--- src/design/hkt_pkg.sv ---
// Shared types, constants and helpers for the held key tracker.
package hkt_pkg;

    // Default sizes.
    localparam int DEF_HELD_SLOTS     = 16;
    localparam int DEF_SCANCODE_COUNT = 512;

    // Field widths.
    localparam int PHYS_W  = 9;
    localparam int KEY_W   = 16;
    localparam int FLAGS_W = 8;
    localparam int MASK_W  = 4;

    // Operation codes.
    localparam logic [1:0] OP_KEY      = 2'd0;
    localparam logic [1:0] OP_CONSUME  = 2'd1;
    localparam logic [1:0] OP_RELALL   = 2'd2;
    localparam logic [1:0] OP_LINKFAIL = 2'd3;

    // Low bytes of modifier key codes.
    localparam logic [7:0] KC_LSHIFT = 8'hA0;
    localparam logic [7:0] KC_RSHIFT = 8'hA1;
    localparam logic [7:0] KC_LCTRL  = 8'hA2;
    localparam logic [7:0] KC_RCTRL  = 8'hA3;
    localparam logic [7:0] KC_LALT   = 8'hA4;
    localparam logic [7:0] KC_RALT   = 8'hA5;
    localparam logic [7:0] KC_LMETA  = 8'h5B;
    localparam logic [7:0] KC_RMETA  = 8'h5C;

    // Modifier mask bits.
    localparam logic [MASK_W-1:0] MOD_SHIFT = 4'b0001;
    localparam logic [MASK_W-1:0] MOD_CTRL  = 4'b0010;
    localparam logic [MASK_W-1:0] MOD_ALT   = 4'b0100;
    localparam logic [MASK_W-1:0] MOD_META  = 4'b1000;
    localparam logic [MASK_W-1:0] MOD_NONE  = 4'b0000;

    // Input word.
    typedef struct packed {
        logic [1:0]         opcode;
        logic [PHYS_W-1:0]  physical_code;
        logic [KEY_W-1:0]   key_code;
        logic [FLAGS_W-1:0] key_flags;
        logic               is_down;
        logic               is_repeat;
        logic               allow_press;
    } t_in_word;

    // Output word.
    typedef struct packed {
        logic [KEY_W-1:0]   out_key_code;
        logic               pressed;
        logic [MASK_W-1:0]  modifier_mask;
        logic [FLAGS_W-1:0] out_flags;
        logic               last;
    } t_out_word;

    // One entry of the held key table.
    typedef struct packed {
        logic [PHYS_W-1:0]  phys;
        logic [KEY_W-1:0]   key;
        logic [FLAGS_W-1:0] flags;
    } t_entry;

    // Update commands for the held key table.
    typedef struct packed {
        logic append;
        logic remove;
    } t_tbl_cmd;

    // Modifier bits contributed by one held key code.
    function automatic logic [MASK_W-1:0] mod_bits(input logic [7:0] low_byte);
        logic [MASK_W-1:0] m;
        case (low_byte)
            KC_LSHIFT, KC_RSHIFT: m = MOD_SHIFT;
            KC_LCTRL,  KC_RCTRL:  m = MOD_CTRL;
            KC_LALT,   KC_RALT:   m = MOD_ALT;
            KC_LMETA,  KC_RMETA:  m = MOD_META;
            default:              m = MOD_NONE;
        endcase
        return m;
    endfunction

endpackage

--- src/design/held_key_tracker.sv ---
// Held key tracker top level: sequencer around the table, compare unit and bitmap.
//
// Input channel i_in_valid/o_in_ready carries one key event or command word;
// output channel o_out_valid/i_out_ready carries press and release packets.
// Every packet carries the modifier mask of the held table after its update,
// and the last packet caused by one input word has the last bit set.
// After reset the suppressed bitmap is cleared one scancode per cycle, and the
// input stays not ready until all SCANCODE_COUNT bits (512 by default) are clear.
// One word is worked on at a time. A single compare unit walks the held table
// one entry per cycle, across the N held keys for a key event, and again in
// an alias scan when a held key is released. Release all repeats a remove and
// alias scan for each held key, newest first. Repeats and link failure words
// are taken in the idle state and start no scan.
// Results sit in an output register; a stalled receiver holds the sequencer
// in its emit step until the register is free, and no packet is lost.
// After a link failure word, no packet is sent until reset; key words are then
// ignored, but consume and release all words still update the table and bitmap.
module held_key_tracker #(
    parameter int HELD_SLOTS     = hkt_pkg::DEF_HELD_SLOTS,
    parameter int SCANCODE_COUNT = hkt_pkg::DEF_SCANCODE_COUNT
) (
    input  logic                i_clk,
    input  logic                i_rst_n,
    input  logic                i_in_valid,
    output logic                o_in_ready,
    input  hkt_pkg::t_in_word   i_in_data,
    output logic                o_out_valid,
    input  logic                i_out_ready,
    output hkt_pkg::t_out_word  o_out_data
);

    localparam int CW = $clog2(HELD_SLOTS + 1);
    localparam int IW = (HELD_SLOTS > 1) ? $clog2(HELD_SLOTS) : 1;

    typedef enum logic [4:0] {
        S_IDLE   = 5'b00001,
        S_SCAN   = 5'b00010,
        S_DECIDE = 5'b00100,
        S_RALL   = 5'b01000,
        S_EMIT   = 5'b10000
    } t_state;

    // What the current table scan is looking for.
    typedef enum logic [2:0] {
        M_PRESS = 3'b001,
        M_FIND  = 3'b010,
        M_ALIAS = 3'b100
    } t_mode;

    t_state r_state, n_state;
    t_mode  r_mode;

    logic [CW-1:0]                   r_idx;
    logic [IW-1:0]                   r_at;
    logic                            r_found;
    logic                            r_alias;
    logic                            r_rall;
    logic                            r_allow;
    logic                            r_emit_press;
    logic                            r_link_failed;
    logic [hkt_pkg::PHYS_W-1:0]      r_p;
    logic [hkt_pkg::KEY_W-1:0]       r_qkey;
    logic [hkt_pkg::FLAGS_W-1:0]     r_qflags;
    logic                            r_out_valid;
    hkt_pkg::t_out_word              r_out;

    logic                            in_fire;
    logic                            out_load;
    logic                            scan_done;
    logic                            emit_next_rall;
    logic [IW-1:0]                   newest;

    hkt_pkg::t_tbl_cmd               tbl_cmd;
    logic [IW-1:0]                   tbl_at;
    logic [IW-1:0]                   tbl_rd_idx;
    hkt_pkg::t_entry                 tbl_new;
    hkt_pkg::t_entry                 tbl_rd;
    logic [CW-1:0]                   tbl_count;
    logic [hkt_pkg::MASK_W-1:0]      tbl_mask;

    logic                            phys_hit;
    logic                            alias_hit;

    logic                            sup_wr_en;
    logic [hkt_pkg::PHYS_W-1:0]      sup_wr_addr;
    logic                            sup_wr_bit;
    logic                            sup_rd_bit;
    logic                            sup_clearing;

    hkt_table #(
        .HELD_SLOTS (HELD_SLOTS)
    ) u_table (
        .i_clk    (i_clk),
        .i_rst_n  (i_rst_n),
        .i_cmd    (tbl_cmd),
        .i_at     (tbl_at),
        .i_new    (tbl_new),
        .i_rd_idx (tbl_rd_idx),
        .o_rd     (tbl_rd),
        .o_count  (tbl_count),
        .o_mask   (tbl_mask)
    );

    hkt_cmp u_cmp (
        .i_entry     (tbl_rd),
        .i_phys      (r_p),
        .i_key       (r_qkey),
        .i_flags     (r_qflags),
        .o_phys_hit  (phys_hit),
        .o_alias_hit (alias_hit)
    );

    hkt_supmap #(
        .SCANCODE_COUNT (SCANCODE_COUNT)
    ) u_supmap (
        .i_clk      (i_clk),
        .i_rst_n    (i_rst_n),
        .i_wr_en    (sup_wr_en),
        .i_wr_addr  (sup_wr_addr),
        .i_wr_bit   (sup_wr_bit),
        .i_rd_en    (in_fire),
        .i_rd_addr  (i_in_data.physical_code),
        .o_rd_bit   (sup_rd_bit),
        .o_clearing (sup_clearing)
    );

    // Handshakes.
    assign o_in_ready = (r_state == S_IDLE) && !sup_clearing;
    assign in_fire    = i_in_valid && o_in_ready;
    assign out_load   = (r_state == S_EMIT) && !r_link_failed
                        && (!r_out_valid || i_out_ready);

    assign scan_done      = (r_idx >= tbl_count);
    assign newest         = IW'(tbl_count - CW'(1));
    assign emit_next_rall = r_rall && (tbl_count != '0);

    // Table access for the current step.
    always_comb begin
        tbl_cmd    = '0;
        tbl_at     = r_at;
        tbl_rd_idx = r_idx[IW-1:0];
        tbl_new    = '{phys: r_p, key: r_qkey, flags: r_qflags};
        case (r_state)
            S_RALL: begin
                tbl_rd_idx     = newest;
                tbl_at         = newest;
                tbl_cmd.remove = 1'b1;
            end
            S_DECIDE: begin
                if (r_mode == M_PRESS) begin
                    tbl_cmd.append = !sup_rd_bit && !r_found && r_allow
                                     && (tbl_count < CW'(HELD_SLOTS));
                end else if (r_mode == M_FIND) begin
                    tbl_cmd.remove = r_found;
                end
            end
            default: begin
            end
        endcase
    end

    // Suppressed bitmap writes.
    always_comb begin
        sup_wr_en   = 1'b0;
        sup_wr_addr = i_in_data.physical_code;
        sup_wr_bit  = 1'b0;
        case (r_state)
            S_IDLE: begin
                if (in_fire) begin
                    if (i_in_data.opcode == hkt_pkg::OP_CONSUME) begin
                        sup_wr_en  = 1'b1;
                        sup_wr_bit = 1'b1;
                    end else if (i_in_data.opcode == hkt_pkg::OP_KEY
                                 && !i_in_data.is_down
                                 && i_in_data.physical_code != '0
                                 && !r_link_failed) begin
                        sup_wr_en  = 1'b1;
                        sup_wr_bit = 1'b0;
                    end
                end
            end
            S_RALL: begin
                sup_wr_en   = 1'b1;
                sup_wr_addr = tbl_rd.phys;
                sup_wr_bit  = 1'b1;
            end
            S_DECIDE: begin
                sup_wr_addr = r_p;
                sup_wr_bit  = 1'b1;
                sup_wr_en   = (r_mode == M_PRESS) && !sup_rd_bit && !r_found && !r_allow;
            end
            default: begin
            end
        endcase
    end

    // Sequencer next state.
    always_comb begin
        n_state = r_state;
        case (r_state)
            S_IDLE: begin
                if (in_fire) begin
                    case (i_in_data.opcode)
                        hkt_pkg::OP_KEY: begin
                            if (i_in_data.physical_code != '0 && !r_link_failed
                                && (!i_in_data.is_down || !i_in_data.is_repeat)) begin
                                n_state = S_SCAN;
                            end
                        end
                        hkt_pkg::OP_CONSUME: n_state = S_SCAN;
                        hkt_pkg::OP_RELALL: begin
                            if (tbl_count != '0) begin
                                n_state = S_RALL;
                            end
                        end
                        default: n_state = S_IDLE;
                    endcase
                end
            end
            S_SCAN: begin
                if (scan_done) begin
                    n_state = S_DECIDE;
                end
            end
            S_RALL: n_state = S_SCAN;
            S_DECIDE: begin
                case (r_mode)
                    M_PRESS: begin
                        n_state = tbl_cmd.append && !r_alias ? S_EMIT : S_IDLE;
                    end
                    M_FIND: n_state = r_found ? S_SCAN : S_IDLE;
                    M_ALIAS: begin
                        if (!r_alias) begin
                            n_state = S_EMIT;
                        end else begin
                            n_state = emit_next_rall ? S_RALL : S_IDLE;
                        end
                    end
                    default: n_state = S_IDLE;
                endcase
            end
            S_EMIT: begin
                if (r_link_failed || out_load) begin
                    n_state = emit_next_rall ? S_RALL : S_IDLE;
                end
            end
            default: n_state = S_IDLE;
        endcase
    end

    // Control registers.
    always_ff @(posedge i_clk) begin
        if (!i_rst_n) begin
            r_state       <= S_IDLE;
            r_link_failed <= 1'b0;
            r_rall        <= 1'b0;
            r_mode        <= M_PRESS;
        end else begin
            r_state <= n_state;
            if (in_fire) begin
                r_rall <= (i_in_data.opcode == hkt_pkg::OP_RELALL);
                r_mode <= (i_in_data.opcode == hkt_pkg::OP_KEY && i_in_data.is_down)
                          ? M_PRESS : M_FIND;
                if (i_in_data.opcode == hkt_pkg::OP_LINKFAIL) begin
                    r_link_failed <= 1'b1;
                end
            end else if (r_state == S_RALL
                         || (r_state == S_DECIDE && r_mode == M_FIND)) begin
                r_mode <= M_ALIAS;
            end
        end
    end

    // Word and scan registers.
    always_ff @(posedge i_clk) begin
        if (in_fire) begin
            r_p          <= i_in_data.physical_code;
            r_qkey       <= i_in_data.key_code;
            r_qflags     <= i_in_data.key_flags;
            r_allow      <= i_in_data.allow_press;
            r_emit_press <= (i_in_data.opcode == hkt_pkg::OP_KEY) && i_in_data.is_down;
        end
        if (in_fire || r_state == S_RALL || r_state == S_DECIDE) begin
            r_idx   <= '0;
            r_found <= 1'b0;
            r_alias <= 1'b0;
        end else if (r_state == S_SCAN && !scan_done) begin
            r_idx <= r_idx + CW'(1);
            if (phys_hit && r_mode != M_ALIAS) begin
                r_found <= 1'b1;
                r_at    <= r_idx[IW-1:0];
                if (r_mode == M_FIND) begin
                    r_qkey   <= tbl_rd.key;
                    r_qflags <= tbl_rd.flags;
                end
            end
            if (alias_hit && r_mode != M_FIND) begin
                r_alias <= 1'b1;
            end
        end
        if (r_state == S_RALL) begin
            r_emit_press <= 1'b0;
            r_qkey       <= tbl_rd.key;
            r_qflags     <= tbl_rd.flags;
        end
    end

    // Output register.
    always_ff @(posedge i_clk) begin
        if (!i_rst_n) begin
            r_out_valid <= 1'b0;
        end else if (out_load) begin
            r_out_valid <= 1'b1;
        end else if (i_out_ready) begin
            r_out_valid <= 1'b0;
        end
    end

    always_ff @(posedge i_clk) begin
        if (out_load) begin
            r_out.out_key_code  <= r_qkey;
            r_out.pressed       <= r_emit_press;
            r_out.modifier_mask <= tbl_mask;
            r_out.out_flags     <= r_qflags;
            r_out.last          <= !emit_next_rall;
        end
    end

    assign o_out_valid = r_out_valid;
    assign o_out_data  = r_out;

`ifndef SYNTHESIS
    // The fill count never passes the table size.
    a_count_bound: assert property (@(posedge i_clk) disable iff (!i_rst_n)
        tbl_count <= CW'(HELD_SLOTS))
        else $error("held table count above its size");

    // A link failure word latches the failure flag.
    a_link_latch: assert property (@(posedge i_clk) disable iff (!i_rst_n)
        (in_fire && i_in_data.opcode == hkt_pkg::OP_LINKFAIL) |=> r_link_failed)
        else $error("link failure not latched");

    // No packet is loaded once the link has failed.
    a_no_send_failed: assert property (@(posedge i_clk) disable iff (!i_rst_n)
        out_load |-> !r_link_failed)
        else $error("packet sent after link failure");

    // No word is taken while the bitmap is still being cleared.
    a_no_accept_clear: assert property (@(posedge i_clk) disable iff (!i_rst_n)
        in_fire |-> !sup_clearing)
        else $error("word accepted during clearing pass");

    // Removal always shrinks the table by one entry.
    a_remove_shrinks: assert property (@(posedge i_clk) disable iff (!i_rst_n)
        tbl_cmd.remove |=> (tbl_count == $past(tbl_count) - CW'(1)))
        else $error("removal did not shrink table");
`endif

endmodule

--- src/design/hkt_cmp.sv ---
// Shared compare unit: matches one table entry against the current query.
module hkt_cmp (
    input  hkt_pkg::t_entry                 i_entry,
    input  logic [hkt_pkg::PHYS_W-1:0]      i_phys,
    input  logic [hkt_pkg::KEY_W-1:0]       i_key,
    input  logic [hkt_pkg::FLAGS_W-1:0]     i_flags,
    output logic                            o_phys_hit,
    output logic                            o_alias_hit
);

    // Physical match finds the held key; code and flags match finds an alias.
    assign o_phys_hit  = (i_entry.phys == i_phys);
    assign o_alias_hit = (i_entry.key == i_key) && (i_entry.flags == i_flags);

endmodule

--- src/design/hkt_table.sv ---
// Ordered table of held keys with append, ordered removal and modifier mask.
module hkt_table #(
    parameter int HELD_SLOTS = hkt_pkg::DEF_HELD_SLOTS,
    parameter int CW = $clog2(HELD_SLOTS + 1),
    parameter int IW = (HELD_SLOTS > 1) ? $clog2(HELD_SLOTS) : 1
) (
    input  logic                          i_clk,
    input  logic                          i_rst_n,
    input  hkt_pkg::t_tbl_cmd             i_cmd,
    input  logic [IW-1:0]                 i_at,
    input  hkt_pkg::t_entry               i_new,
    input  logic [IW-1:0]                 i_rd_idx,
    output hkt_pkg::t_entry               o_rd,
    output logic [CW-1:0]                 o_count,
    output logic [hkt_pkg::MASK_W-1:0]    o_mask
);

    hkt_pkg::t_entry r_ent [HELD_SLOTS];
    logic [CW-1:0]   r_count;
    logic [CW-1:0]   n_count;

    // Entry storage: later entries move up on removal, new keys go at the end.
    for (genvar g = 0; g < HELD_SLOTS; g++) begin : g_slot
        if (g < HELD_SLOTS - 1) begin : g_shift
            always_ff @(posedge i_clk) begin
                if (i_cmd.remove && (IW'(g) >= i_at) && (CW'(g + 1) < r_count)) begin
                    r_ent[g] <= r_ent[g + 1];
                end else if (i_cmd.append && (r_count == CW'(g))) begin
                    r_ent[g] <= i_new;
                end
            end
        end else begin : g_end
            always_ff @(posedge i_clk) begin
                if (i_cmd.append && (r_count == CW'(g))) begin
                    r_ent[g] <= i_new;
                end
            end
        end
    end

    // Fill count.
    always_comb begin
        n_count = r_count;
        if (i_cmd.append) begin
            n_count = r_count + CW'(1);
        end else if (i_cmd.remove) begin
            n_count = r_count - CW'(1);
        end
    end

    always_ff @(posedge i_clk) begin
        if (!i_rst_n) begin
            r_count <= '0;
        end else begin
            r_count <= n_count;
        end
    end

    // Modifier mask over all held entries.
    always_comb begin
        o_mask = hkt_pkg::MOD_NONE;
        for (int i = 0; i < HELD_SLOTS; i++) begin
            if (CW'(i) < r_count) begin
                o_mask = o_mask | hkt_pkg::mod_bits(r_ent[i].key[7:0]);
            end
        end
    end

    assign o_rd    = r_ent[i_rd_idx];
    assign o_count = r_count;

endmodule

--- src/design/hkt_supmap.sv ---
// Suppressed key bitmap: one bit per scancode, cleared by a pass after reset.
module hkt_supmap #(
    parameter int SCANCODE_COUNT = hkt_pkg::DEF_SCANCODE_COUNT,
    parameter int AW = $clog2(SCANCODE_COUNT)
) (
    input  logic                          i_clk,
    input  logic                          i_rst_n,
    input  logic                          i_wr_en,
    input  logic [hkt_pkg::PHYS_W-1:0]    i_wr_addr,
    input  logic                          i_wr_bit,
    input  logic                          i_rd_en,
    input  logic [hkt_pkg::PHYS_W-1:0]    i_rd_addr,
    output logic                          o_rd_bit,
    output logic                          o_clearing
);

    logic          r_mem [SCANCODE_COUNT];
    logic [AW-1:0] r_clr_idx;
    logic          r_clearing;
    logic          r_rd_bit;
    logic          wr_in_range;
    logic          rd_in_range;

    // Codes past the end of the map read as zero and ignore writes.
    assign wr_in_range = (32'(i_wr_addr) < SCANCODE_COUNT);
    assign rd_in_range = (32'(i_rd_addr) < SCANCODE_COUNT);

    // Clearing pass control.
    always_ff @(posedge i_clk) begin
        if (!i_rst_n) begin
            r_clearing <= 1'b1;
            r_clr_idx  <= '0;
        end else if (r_clearing) begin
            r_clr_idx <= r_clr_idx + AW'(1);
            if (r_clr_idx == AW'(SCANCODE_COUNT - 1)) begin
                r_clearing <= 1'b0;
            end
        end
    end

    // Write port.
    always_ff @(posedge i_clk) begin
        if (r_clearing) begin
            r_mem[r_clr_idx] <= 1'b0;
        end else if (i_wr_en && wr_in_range) begin
            r_mem[AW'(i_wr_addr)] <= i_wr_bit;
        end
    end

    // Registered read port; the value holds until the next read.
    always_ff @(posedge i_clk) begin
        if (i_rd_en) begin
            r_rd_bit <= rd_in_range ? r_mem[AW'(i_rd_addr)] : 1'b0;
        end
    end

    assign o_rd_bit   = r_rd_bit;
    assign o_clearing = r_clearing;

endmodule

--- config.mk ---
export PLATFORM = sky130hd
export DESIGN_NAME = held_key_tracker
export DESIGN_NICKNAME = d
export VERILOG_FILES = /design/src/design/hkt_pkg.sv /design/src/design/held_key_tracker.sv /design/src/design/hkt_cmp.sv /design/src/design/hkt_table.sv /design/src/design/hkt_supmap.sv
export SDC_FILE = /design/constraint.sdc
export NUM_CORES = 2
export LEC_CHECK = 0
export BUFFER_PORTS_ARGS = -buffer_cell sky130_fd_sc_hd__buf_2
export CORE_MARGIN = 3
export CORE_UTILIZATION = 45
export CTS_CLUSTER_DIAMETER = 100
export DETAILED_ROUTE_END_ITERATION = 12
export GPL_TIMING_DRIVEN = 0
export SLEW_MARGIN = 0
export SYNTH_ARGS = -nofsm -noshare
export SYNTH_HDL_FRONTEND = slang
export SYNTH_SLANG_ARGS = --single-unit
--- constraint.sdc ---
create_clock -name i_clk -period 23.9 [get_ports i_clk]
set_input_delay 5.975 -clock i_clk [delete_from_list [all_inputs] [get_ports i_clk]]
set_output_delay 5.975 -clock i_clk [all_outputs]
set_load 0.05 [all_outputs]
[Word level (Yosys, flattened, before mapping)]
Memory sizes are Yosys's and may differ from the RTL's. A register that Yosys moved wholly into a read port is not among the register bits.
Cells that the tools add are included.
Cells by class
  $lt $le $gt $ge: 33
  multiplexer cells: 198
  equal/unequal tests: 165
  $add $sub $neg: 4
  bitwise operators: 31
  multipliers: 0
  shift operators: 0
  divide/modulo/power cells: 0
  reductions and logical operators: 165
Operators by type and width (number)
  equality test 8 bit, second input constant: 96
  two-way mux 33 bit: 16
  equality test 8 x 7 -> 1 bit, second input constant: 32
  one-hot mux 4 bit (4 select lines): 16
  two-way mux 4 bit: 35
  OR reduction 2 bit: 65
  two-way mux 1 bit: 98
  two-way mux 16 bit: 6
  logical AND 1 bit: 69
  OR 4 bit: 15
  two-way mux 8 bit: 6
  equality test 5 x 4 -> 1 bit, second input constant: 9
  two-way mux 5 bit: 9
  less-than comparator 4 x 5 -> 1 bit, first input constant: 8
  OR reduction 33 bit: 1
  one-hot mux 5 bit (3 select lines): 2
  greater-or-equal comparator 4 bit, first input constant: 7
  equality test 5 x 3 -> 1 bit, second input constant: 5
  one-hot mux 5 bit (5 select lines): 1
  less-than comparator 3 x 5 -> 1 bit, first input constant: 4
  one-hot mux 9 bit (2 select lines): 1
  equality test 16 bit: 1
  greater-or-equal comparator 3 x 4 -> 1 bit, first input constant: 4
  equality test 5 x 2 -> 1 bit, second input constant: 3
  41 further kinds: 87
Storage, ports and cells
  output and inout port bits: 32
  memory bits (read-only): 0
  logic and storage cells: 620
  memories kept: 2
  bits in registers: 102
  latch bits: 0
  memory bits (writable): 1040
  input port bits: 42
Memories
  u_table.r_ent: words 16, width 33, rd ports 17, clocked after Yosys merged registers in 0, write ports 15, line hkt_table.sv:18  | hkt_pkg::t_entry r_ent [HELD_SLOTS];
  u_supmap.r_mem: words 512, width 1, rd ports 1, clocked after Yosys merged registers in 1, write ports 1, line hkt_supmap.sv:17  | logic r_mem [SCANCODE_COUNT];

[Depth between registers and ports, before layout]
An unclocked memory read counts as a cell.
  depth after elaboration: 35
  gate-level depth with buffers: 18
  depth with buffers taken out: 12

[Modules after synthesis]
A second synthesis with hierarchy kept.
Unflattened totals
  cells, all modules: 3749
  area, all modules: 55316.8 um2
By module, submodules not included
  hkt_table: cells an instance 1623, instances 1, sequential area each 15955.3 um2, area an instance 27796.7 um2
  hkt_supmap: cells an instance 1697, instances 1, sequential area each 15605.0 um2, area an instance 23282.3 um2
  held_key_tracker: cells an instance 385, instances 1, sequential area each 2182.1 um2, area an instance 3877.5 um2
  hkt_cmp: cells an instance 44, instances 1, sequential area each 0.0 um2, area an instance 360.3 um2

[Least setup slack after synthesis]
No wires, ideal clock.
  kind: input port to flip-flop
  start point: input i_in_data[31] (netlist bit)
  end point: memory u_supmap.r_mem[0], data pin
  data arrival time: 20961 ps
  path buffers: 2
  library setup time: 2946 ps
  stages on the path: 8
  data required time: 20954 ps
  path slack: -7 ps
  cells stage by stage: clkbuf_1 > nor4_1 > nand3_1 > nor3b_1 > o21ai_0 > a21o_1 > clkbuf_1 > a21oi_1
On the way
  longest elaborated chain between the ends: 12
RTL lines
  start, declared: line held_key_tracker.sv:26  | input hkt_pkg::t_in_word i_in_data,
  nonzero test 9 bit: line held_key_tracker.sv:175  | && i_in_data.physical_code != '0
  logical AND 1 bit: line held_key_tracker.sv:175
  logical AND 1 bit: line held_key_tracker.sv:176  | && !r_link_failed) begin
  two-way mux 1 bit: line held_key_tracker.sv:173  | end else if (i_in_data.opcode == hkt_pkg::OP_KEY
  two-way mux 1 bit: line held_key_tracker.sv:170  | if (i_in_data.opcode == hkt_pkg::OP_CONSUME) begin
  two-way mux 1 bit: line held_key_tracker.sv:169  | if (in_fire) begin
  one-hot mux 1 bit (3 select lines): line held_key_tracker.sv:167  | case (r_state)
  two-way mux 1 bit: line hkt_supmap.sv:45  | end else if (i_wr_en && wr_in_range) begin
  two-way mux 1 bit: line hkt_supmap.sv:43  | if (r_clearing) begin
  two-way mux 1 bit (implied by the code): line hkt_supmap.sv:46  | r_mem[AW'(i_wr_addr)] <= i_wr_bit;
  OR reduction 1 bit (no source line)
  two-way mux 1 bit (no source line)
  end, declared: line hkt_supmap.sv:17
Every way passes these cells.

[Worst setup path in the final report]
  start point: input i_in_data[33] (netlist bit)
  end point: memory u_supmap.r_mem[346] (enable)
On the way
  longest elaborated chain between the ends: 12
  elaborated cells between the ends (all ways): 14
  those cells by class: 10 x mux; 4 x reduce/logical
RTL lines (line)
  nonzero test 9 bit: held_key_tracker.sv:175
  logical AND 1 bit: held_key_tracker.sv:175
  logical AND 1 bit: held_key_tracker.sv:176
  two-way mux 1 bit: held_key_tracker.sv:173
  two-way mux 1 bit: held_key_tracker.sv:170
  two-way mux 1 bit: held_key_tracker.sv:169
  one-hot mux 1 bit (3 select lines): held_key_tracker.sv:167
  two-way mux 1 bit: hkt_supmap.sv:45
  two-way mux 1 bit: hkt_supmap.sv:43
  two-way mux 1 bit (implied by the code): hkt_supmap.sv:46
  OR reduction 1 bit (no source line)
  two-way mux 9 bit (no source line) or two-way mux 1 bit (tied branches)
Several ways; a longest one is shown, not always the timed one.

==> results.cfg <==
[clocking]
postCtsSetupBuffers = 0
h-tree-depth = 4
clock_sinks = 1143
clk_latency_ns = 0.80
clk_pin_slew_ns = 0.06
cts_made_buffers = 130
cts_resized = 0
cts_tree = built
ctsHoldBuffers = 0
clockBufferDepth = 3
clockRootBuffer = clkbuf_16

[routing]
dr.pass1.iters = 8
wire_per_inst_um = 37.7
antenna_left = 0
routed_wl_um = 238000
first_iter_violations = 7526
drc_errors = 0
via_count = 43600
viasPerCell = 6.90

[worst_hold_path]
hold_class = reg2reg

[finish]
finalInstanceArea_mm2 = 0.0646
final_util_pct = 51.9
regArea_mm2 = 0.0337
fillCellCount = 10800
final_common_cell = edfxtp_1
nNetsFinal = 4621
final_cell_mix = edfxtp_1 (1085), nor2_1 (598), mux2_2 (506)
multiInputGateArea_mm2 = 0.0216
syn_to_final_growth_pct = 13.9
layout-drive-gt1-share_pct = 23.7

[power_and_ir_drop]
pwr-share-comb_pct = 1.9
irDropWorstVdd_uv = 78.1
power.switching_mw = 0.931
pwr-share-clk_pct = 46.6
switching_share_pct = 22.2
power_leakage_nw = 19.8
cell_internal_pwr_mw = 3.27
total_power_mw = 4.20
share_seq_of_total_power_pct = 51.4
power.density_mw_per_mm2 = 65.0

[logic_synthesis]
yosys.area.top_type = edfxtp_1
synth_top_area_share_pct = 57.5
synthDistinctLibCells = 86
synth-main-ff-cell = edfxtp_1
ys_async_sr_fraction_pct = 0
synth_area_mm2 = 0.0567
syn_nets = 4351
syn_avg_cell_area_um2 = 13.2
synth_seq_cells = 1143
synth_edf_count = 1085
ys_seq_area_share_pct = 59.5
syn_inst = 4296
yosys_warnings = 0
yosys-top-cells-area = edfxtp_1 (57%), mux2_2 (10%), mux4_2 (6.8%)

[sta]
setup_viol = 0
finClkSkew_ns = 0.0360
period_share_pct = 43.7
slew_violations = 136
max_freq_ghz = 0.0958
worst_pin_slew_ns = 1.65
tns_ns = 0
fin_crit_ns = 10.44
rsz0062_at_grt = no
hold_viol_final = 0
slew_headroom_pct = -9.96

[die]
die_w_um = 361
rows = 129
core_area_mm2 = 0.124
die_area_mm2 = 0.130
initial_core_util_pct = 45.6
ios = 74
die_h_um = 361

[outcome]
violations = capacitance limit, slew limit
status = finished, violations left

[global_route]
first_global_vias = 41400
grt_usage_pct = 35.7
grt_pass1_wl_um = 324000
grt_start_max_net_pins = 47
grt-ovfl-total = 0
antenna_found_initial = 16

[worst_setup_path]
cp.arrival_ns = 10.91
max_stage_delay_ns = 1.13
path_cells = buf_2 > buf_1 > nor2_1 > nand3_1 > nor3b_1 > o21ai_0 > a21oi_1 > clkbuf_1 > o311ai_1 > a21oi_1 > nand3_1 > clkbuf_1 > nor2_1
slowest_stage = a21oi_1
worstSetupPathType = in2reg
worstSetupStartpointType = input port
worstSetupEndpointType = flip-flop
cp_max_fo = 10
crit_required_ns = 24.37
crit_family = compound AO/OA/AOI/OAI gates
crit_buf_inv = 4

[placement]
gp_congestion = 0.988
io_buffers = 73
place_area_mm2 = 0.0605
dp_hpwl_um = 162000

[flow_run]
drv_cap = 12
==> power groups by stage <==
stage	clock network (mW)	logic, mW	registers, mW
after floorplan	0	0.0399	2.20
after global placement	0	0.0793	2.20
after detailed placement	0	0.0804	2.20
after CTS	1.96	0.0805	2.16
after global routing	2.03	0.0834	2.16
final	1.96	0.0817	2.16
==> routing by layer <==
layer	wire [µm]	GRT usage [%]	share of wire, %	vias up
met5	77	0.399	0.032	-
met4	15400	19.3	6.5	10
met3	31300	12.0	13	860
met2	101000	51.5	42	3512
met1	90500	47.5	38	22100
li1	-	-	-	17100
==> layout make-up <==
cell class / count / area share [%]
multi-input combinational: 2747 / 33.5
sequential: 1143 / 52.3
antenna: 12 / 0.0465
clock inverter: 56 / 0.858
buffer: 379 / 2.34
tap: 1637 / 3.17
timing repair buffer: 138 / 2.34
inverter: 27 / 0.157
clock buffer: 171 / 5.37
==> sequential cells by signal, summed over array words and instances (netlist names), 4 cells and up <==
signal and count:
u_table.r_ent 528, r_at 4, r_qflags 8, r_p 9, r_idx 5, u_supmap.r_clr_idx 9, u_supmap.r_mem 512, r_state 5
u_table.o_count 5, o_out_data 30, r_qkey 16
==> stage by stage <==
stage / setup slack (ns) / hold WS [ns] / cells
after global placement: 0.116 / 0.428 / 6006
after global routing: 13.31 / 0.458 / 6298
after CTS: 13.36 / 0.445 / 6296
after floorplan: 7.29 / 0.409 / 4296
after detailed placement: 12.53 / 0.431 / 6069
final: 13.46 / 0.447 / 6310
==> worst paths after layout <==
kind / from / to / slack, ns / cells after the start
worst min register to register: r_p[3] / u_table.r_ent[15][27] / 0.45 / 0
worst min-delay path: r_p[3] / u_table.r_ent[15][27] / 0.45 / 0
worst max register to register: u_table.o_count[0] / r_alias / 14.44 / 16
worst max-delay path: i_in_data[33] / u_supmap.r_mem[346] / 13.46 / 13
==> synthesized netlist by cell type, drive strengths merged (15+ instances only) <==
| cell | number |
|---|---|
| edfxtp | 1085 |
| nor2 | 598 |
| mux2 | 506 |
| clkbuf | 289 |
| nand2 | 242 |
| mux4 | 170 |
| nand3 | 139 |
| o21ai | 100 |
| buf | 90 |
| and3 | 89 |
| mux2i | 89 |
| a211oi | 83 |
| a21oi | 70 |
| nor3 | 61 |
| dfxtp | 58 |
| a31oi | 39 |
| a2111oi | 31 |
| nand2b | 31 |
| nor4 | 29 |
| nor3b | 26 |
| inv | 25 |
| nand4 | 25 |
| o221ai | 24 |
| xnor2 | 23 |
| a311oi | 21 |
| xor2 | 21 |
| and2 | 20 |
| nor4b | 20 |
| nor2b | 18 |
| a21boi | 17 |
| a22oi | 17 |
| and4 | 17 |
| a22o | 15 |
| o22ai | 15 |
==> cell families (layout without fill, tap and decap cells) <==
kind of cell / count (synthesis) / count (layout) / share of synthesized area (%)
flip-flops: 1143 / 1143 / 59.5
other: 0 / 12 / 0
AO/OA/AOI/OAI: 560 / 560 / 7.05
buffers and inverters: 406 / 771 / 2.80
multiplexers: 765 / 765 / 18.4
XOR/XNOR: 44 / 44 / 0.680
adder cells (fa/ha/maj): 13 / 13 / 0.287
AND/OR/NAND/NOR: 1365 / 1365 / 11.3
Power figures use the tool's default switching activity.
